==> config.mk <==
export PLATFORM = sky130hd
export DESIGN_NAME = pts_ctrl
export DESIGN_NICKNAME = d
export VERILOG_FILES = /design/src/sv/pts_pkg.sv /design/src/sv/pts_ctrl.sv
export SDC_FILE = /design/constraint.sdc
export NUM_CORES = 1
export LEC_CHECK = 0
export BUFFER_PORTS_ARGS = -buffer_cell sky130_fd_sc_hd__buf_4
export CAP_MARGIN = 30
export CORE_MARGIN = 2
export CORE_UTILIZATION = 57
export DETAILED_ROUTE_END_ITERATION = 16
export HOLD_SLACK_MARGIN = 0.06
export PLACE_DENSITY_LB_ADDON = 0.12
export SLEW_MARGIN = 0
export SYNTH_ARGS = -nofsm -noshare
export SYNTH_HDL_FRONTEND = slang
export SYNTH_SLANG_ARGS = --single-unit
==> constraint.sdc <==
create_clock -name clk -period 6 [get_ports clk]
set_input_delay 0.9 -clock clk [delete_from_list [all_inputs] [get_ports clk]]
set_output_delay 0.9 -clock clk [all_outputs]
set_load 0.03 [all_outputs]
==> src/sv/pts_pkg.sv <==
// shared types and constants for the pinned time-slice thread scheduler
package pts_pkg;

  // time and quantum width
  localparam int T_W = 48;
  localparam logic [T_W-1:0] QUANTUM_RST = 48'd1000000000;

  // request actions
  localparam int ACT_W = 3;
  localparam logic [ACT_W-1:0] ACT_TICK     = 3'd0;
  localparam logic [ACT_W-1:0] ACT_CREATE   = 3'd1;
  localparam logic [ACT_W-1:0] ACT_AFFINITY = 3'd2;
  localparam logic [ACT_W-1:0] ACT_STALL    = 3'd3;
  localparam logic [ACT_W-1:0] ACT_RESUME   = 3'd4;

  // move kinds
  localparam int KIND_W = 2;
  localparam logic [KIND_W-1:0] MV_UNSCHED = 2'd0;
  localparam logic [KIND_W-1:0] MV_SCHED   = 2'd1;
  localparam logic [KIND_W-1:0] MV_ACK     = 2'd2;

  // moves reported per request
  localparam int MAX_MOVES = 16;
  localparam int CNT_W     = 5;

  // source for the core under work
  typedef enum logic [2:0] {
    RC_HOLD,
    RC_ZERO,
    RC_INC,
    RC_EV,
    RC_FREE
  } rc_op_t;

  // controller to datapath commands
  typedef struct packed {
    logic   load;
    logic   decode;
    rc_op_t rc_op;
    logic   tick_dec;
    logic   tick_end;
    logic   zero_q;
    logic   place;
    logic   scan_init;
    logic   scan_step;
    logic   swap_out;
    logic   swap_in;
    logic   flush;
  } dp_cmd_t;

  // datapath to controller status
  typedef struct packed {
    logic is_tick;
    logic is_create;
    logic is_aff;
    logic is_stall;
    logic is_resume;
    logic created;
    logic self_set;
    logic runnable;
    logic ev_valid;
    logic ev_allowed;
    logic free_valid;
    logic tick_hit;
    logic scan_done;
    logic emit_ok;
    logic out_free;
    logic rc_last;
  } dp_status_t;

endpackage

==> src/sv/pts_ctrl.sv <==
// sequencing state machine for the scheduler
module pts_ctrl (
  input  logic                clk,
  input  logic                rst,
  input  logic                in_valid,
  output logic                in_ready,
  input  pts_pkg::dp_status_t status,
  output pts_pkg::dp_cmd_t    cmd
);
  import pts_pkg::*;

  typedef enum logic [14:0] {
    S_IDLE       = 15'b000000000000001,
    S_DECODE     = 15'b000000000000010,
    S_PLACE      = 15'b000000000000100,
    S_AFF_CHK    = 15'b000000000001000,
    S_STALL_GO   = 15'b000000000010000,
    S_RES_GO     = 15'b000000000100000,
    S_TICK_CORE  = 15'b000000001000000,
    S_TICK_NEXT  = 15'b000000010000000,
    S_RS_INIT    = 15'b000000100000000,
    S_SCAN       = 15'b000001000000000,
    S_SWAP_OUT   = 15'b000010000000000,
    S_SWAP_IN    = 15'b000100000000000,
    S_AFTER_SELF = 15'b001000000000000,
    S_FLUSH      = 15'b010000000000000,
    S_SPARE      = 15'b100000000000000
  } state_t;

  typedef enum logic [1:0] {
    RET_TICK,
    RET_SELF,
    RET_DONE
  } ret_t;

  state_t state, state_next;
  ret_t   ret, ret_next;

  // state and return point registers
  always_ff @(posedge clk) begin
    if (rst) begin
      state <= S_IDLE;
      ret   <= RET_DONE;
    end else begin
      state <= state_next;
      ret   <= ret_next;
    end
  end

  assign in_ready = state == S_IDLE;

  // next state and commands
  always_comb begin
    state_next = state;
    ret_next   = ret;
    cmd        = '0;
    cmd.rc_op  = RC_HOLD;
    case (state)
      S_IDLE: begin
        if (in_valid) begin
          cmd.load   = 1'b1;
          state_next = S_DECODE;
        end
      end
      S_DECODE: begin
        cmd.decode = 1'b1;
        if (status.is_tick) begin
          cmd.rc_op  = RC_ZERO;
          state_next = S_TICK_CORE;
        end else if (status.is_create && !status.created) begin
          state_next = S_PLACE;
        end else if (status.is_aff && status.created) begin
          state_next = S_AFF_CHK;
        end else if (status.is_stall && status.created) begin
          state_next = S_STALL_GO;
        end else if (status.is_resume && status.created) begin
          state_next = S_RES_GO;
        end else begin
          state_next = S_FLUSH;
        end
      end
      S_PLACE: begin
        if (status.emit_ok) begin
          cmd.place  = 1'b1;
          state_next = S_FLUSH;
        end
      end
      S_AFF_CHK: begin
        if (status.self_set) begin
          if (status.ev_valid) begin
            cmd.rc_op  = RC_EV;
            ret_next   = RET_SELF;
            state_next = S_RS_INIT;
          end else begin
            state_next = S_FLUSH;
          end
        end else if (status.ev_valid && !status.ev_allowed) begin
          cmd.zero_q = 1'b1;
          state_next = S_FLUSH;
        end else if (status.runnable && !status.ev_valid) begin
          state_next = S_RES_GO;
        end else begin
          state_next = S_FLUSH;
        end
      end
      S_STALL_GO: begin
        if (status.ev_valid) begin
          cmd.rc_op  = RC_EV;
          ret_next   = RET_DONE;
          state_next = S_RS_INIT;
        end else begin
          state_next = S_FLUSH;
        end
      end
      S_RES_GO: begin
        if (status.free_valid) begin
          cmd.rc_op  = RC_FREE;
          ret_next   = RET_DONE;
          state_next = S_RS_INIT;
        end else begin
          state_next = S_FLUSH;
        end
      end
      S_TICK_CORE: begin
        if (status.tick_hit) begin
          ret_next   = RET_TICK;
          state_next = S_RS_INIT;
        end else begin
          cmd.tick_dec = 1'b1;
          state_next   = S_TICK_NEXT;
        end
      end
      S_TICK_NEXT: begin
        if (status.rc_last) begin
          cmd.tick_end = 1'b1;
          state_next   = S_FLUSH;
        end else begin
          cmd.rc_op  = RC_INC;
          state_next = S_TICK_CORE;
        end
      end
      S_RS_INIT: begin
        cmd.scan_init = 1'b1;
        state_next    = S_SCAN;
      end
      S_SCAN: begin
        cmd.scan_step = 1'b1;
        if (status.scan_done) begin
          state_next = S_SWAP_OUT;
        end
      end
      S_SWAP_OUT: begin
        if (status.emit_ok) begin
          cmd.swap_out = 1'b1;
          state_next   = S_SWAP_IN;
        end
      end
      S_SWAP_IN: begin
        if (status.emit_ok) begin
          cmd.swap_in = 1'b1;
          case (ret)
            RET_TICK: state_next = S_TICK_NEXT;
            RET_SELF: state_next = S_AFTER_SELF;
            RET_DONE: state_next = S_FLUSH;
            default:  state_next = S_FLUSH;
          endcase
        end
      end
      S_AFTER_SELF: begin
        state_next = status.ev_allowed ? S_FLUSH : S_RES_GO;
      end
      S_FLUSH: begin
        if (status.out_free) begin
          cmd.flush  = 1'b1;
          state_next = S_IDLE;
        end
      end
      default: begin
        state_next = S_IDLE;
      end
    endcase
  end

endmodule

==> flow_metrics.py <==
metrics = {
    "outcome": {
        "outcome": "finished, final reports clean",
    },
    "logic_synthesis": {
        "synth.mux.area_fraction": 0.007533,
        "synthAdderAreaFrac": 0,
        "ys_types": 51,
        "synth_compound_area_frac": 0.1733,
        "synth_edf_count": 0,
        "seq_area_frac_synth": 0.2411,
        "synth_cells": 183,
        "synth_xor_area_frac": 0.03955,
        "yosys.area_share.simple": 0.4539,
        "avgSynthCellArea_um2": 7.261,
        "yosysWarnings": 0,
        "synth_seq_cells": 16,
        "synth_area_um2": 1329,
        "synth_top_family_by_area": "simple AND/OR/NAND/NOR gates",
        "synth_flop_cell": "dfxtp_1",
        "async_flop_share": 0,
        "syn-num-nets": 202,
    },
    "place": {
        "gp_congestion": 0.9900,
        "hpwlAfterDp_mm": 2.997,
        "portBuffers": 33,
        "placedInstanceArea_um2": 1540,
    },
    "drt": {
        "drc": 0,
        "first_pass_iters": 4,
        "ant_nets": 0,
        "routed_via_density": 6.614,
        "routedWlPerCell_um": 17.03,
        "num_vias": 1541,
        "drt_wl_total_mm": 3.969,
        "drt-initial-drc-count": 97,
    },
    "cts": {
        "path_clk_slew_ns": 0.11,
        "cts-root-buf": "clkbuf_4",
        "clock_sinks": 16,
        "post_cts_buffers": 0,
        "numCtsBuffers": 3,
        "clock_latency_ns": 0.31,
        "cts_tree": "done",
        "ctsResizeCount": 0,
        "postCtsHoldBufs": 0,
        "clockBufferDepth": 2,
        "htree_levels": 1,
    },
    "floorplan": {
        "initial_utilization": 0.6007,
        "placementRows": 17,
        "core_um2": 2212,
        "die-area_um2": 2733,
        "io_pins": 34,
        "die_w_um": 52.28,
        "fp.dieH_um": 52.28,
    },
    "cells_and_area": {
        "postLayoutCoreUtil": 0.7127,
        "insertedDiodeCount": 0,
        "syn2layout_area_growth_pct": 18.64,
        "nets": 225,
        "fillCellCount": 190,
        "final_area_um2": 1577,
        "drive_gt1_frac": 0.2146,
    },
    "pwr": {
        "clkPwrFrac": 0.268,
        "internal_power_mw": 0.1843,
        "power_switching_mw": 0.1066,
        "power_frac_seq": 0.411,
        "peakVddDrop_mv": 0.1830,
        "comb_power_share": 0.321,
        "power_density_nw_per_um2": 184.5,
        "leakage_nw": 0.6975,
        "swShare": 0.3663,
    },
    "worst_setup_path": {
        "worst_ep_arrival_time_ns": 2.44,
        "path_delay_family": "simple AND/OR/NAND/NOR gates",
        "path_depth": 6,
        "startpoint_type": "flop",
        "reg2regPathDepth": 6,
        "slowest_delay_ns": 0.72,
        "crit_path_end_kind": "output pin",
        "cp_slowest_cell": "or4_1",
        "path_buf_inv": 1,
        "required_ns": 5.10,
        "critPathMaxFanout": 10,
        "worstPathCellList": "or4_1 > nor3_1 > nor3b_2 > nand3b_1 > nor2_1 > buf_4",
        "worstSetupPathType": "flop to output pin",
    },
    "min_path": {
        "hold_path_class": "flop to flop",
        "holdPathStages": 1,
    },
    "timing": {
        "tightest_slew_ns": 0.8816,
        "setup_viol": 0,
        "hold_viol": 0,
        "rsz0062_at_grt": "false",
        "relSlewSlack": 0.3971,
        "slew_violations": 0,
        "max_freq_ghz": 0.2994,
        "min_period_ns": 3.340,
        "finClkSkew_ns": 0.009444,
        "finalCritPeriodShare": 0.5567,
        "setup_tns_ns": 0,
    },
    "grt": {
        "grt_max_degree": 19,
        "grt.total_usage": 0.3200,
        "grt_overflow": 0,
        "antenna_found_initial": 0,
        "grt_pass1_vias": 1362,
        "grt_pass1_wl_mm": 6.437,
    },
    "flow_run": {
        "cap_violations": 0,
    },
}
==> power by group through the flow <==
stage               sequential [mW]  clock (mW)  combinational (mW)
floorplan                     0.114           0              0.0725
global placement              0.121           0              0.0909
detailed placement            0.122           0              0.0914
CTS                           0.119      0.0788              0.0918
global route                  0.121      0.0821               0.101
finish                        0.120      0.0779              0.0933
==> sequential cells by signal, summed over array words and instances (netlist names) <==
name	count
ret	2
state	14
==> per-layer routing <==
layer  up-vias  share of wire  GRT usage  wire length, um
met4         0          0.039     0.1838              155
met1       695           0.41     0.4077             1644
met5         -              0          0                0
met2        95           0.45     0.4938             1802
li1        734              -          -                -
met3        17          0.092    0.06857              367
==> synth_stat cells, types with 2 or more instances <==
cell | n | area share
buf_2 | 3 | 0.011
nand4_1 | 7 | 0.033
and3_1 | 3 | 0.014
a2111oi_0 | 3 | 0.020
o211ai_1 | 2 | 0.011
o21ai_0 | 5 | 0.019
nand4b_1 | 2 | 0.013
and2_1 | 2 | 0.0094
nor4_1 | 9 | 0.042
nor4b_1 | 3 | 0.020
nor2b_1 | 2 | 0.0094
nand3_1 | 4 | 0.015
inv_1 | 11 | 0.031
clkbuf_1 | 10 | 0.028
or3_1 | 3 | 0.014
nor3_1 | 14 | 0.053
nor3b_1 | 5 | 0.028
xor2_1 | 5 | 0.033
nor2_1 | 24 | 0.068
a21oi_1 | 7 | 0.026
o21a_1 | 2 | 0.011
or4_1 | 5 | 0.028
and3b_1 | 2 | 0.013
nand2_1 | 8 | 0.023
dfxtp_1 | 16 | 0.24
==> stage by stage <==
step                instances  power, mW  worst slack (ns)  hold WS (ns)
detailed placement        229     0.2131             3.033        0.4910
global route              233     0.3045             2.429        0.5231
finish                    233     0.2909             2.660        0.5076
CTS                       233     0.2899             2.677        0.5058
floorplan                 183     0.1864             2.783        0.4755
global placement          229     0.2121             3.099        0.4890
==> placed cells by master (no fill, tap or decap), drive strengths merged, types with 4 or more instances in the layout <==
cell type / synthesis / routed
nand4: 7 / 7
nor2: 24 / 24
dfxtp: 16 / 16
clkbuf: 10 / 4
buf: 5 / 33
o21ai: 6 / 6
nand2: 9 / 9
or4: 6 / 6
a21oi: 7 / 7
xor2: 5 / 5
nor3: 14 / 14
nor3b: 6 / 6
nor4: 10 / 10
nand3: 4 / 4
inv: 11 / 11
==> cell type report <==
cell class	count	area, um2	area share
well taps	28	35.03	0.02222
multi-input cells	141	895.9	0.5683
repair buffers	33	247.7	0.1571
flip-flops and latches	16	320.3	0.2032
inverters	11	41.29	0.02619
clock buffers	4	36.28	0.02302
==> worst reg2reg max path: cells and delay by family, from the launching register on <==
kind | cells | cell delay, ns
DFF | 1 | 0.76
AOI/OAI and AO/OA | 3 | 1.10
and+or+nand+nor | 3 | 0.56
==> worst paths after layout <==
check | from | endpoint | slack (ns)
max | state[0] | cmd[1] | 2.66
min | ret[0] | state[12] | 0.51
max reg2reg | state[7] | state[12] | 3.48
min reg2reg | ret[0] | state[12] | 0.51
==> cells by family (layout without fill, tap and decap cells) <==
logic type	after synthesis	count (layout)
flip-flops	16	16
AO/OA/AOI/OAI	32	32
buffers and inverters	26	48
multiplexers	1	1
XOR/XNOR	6	6
AND/OR/NAND/NOR	102	102
(Power assumes the default switching activity.)
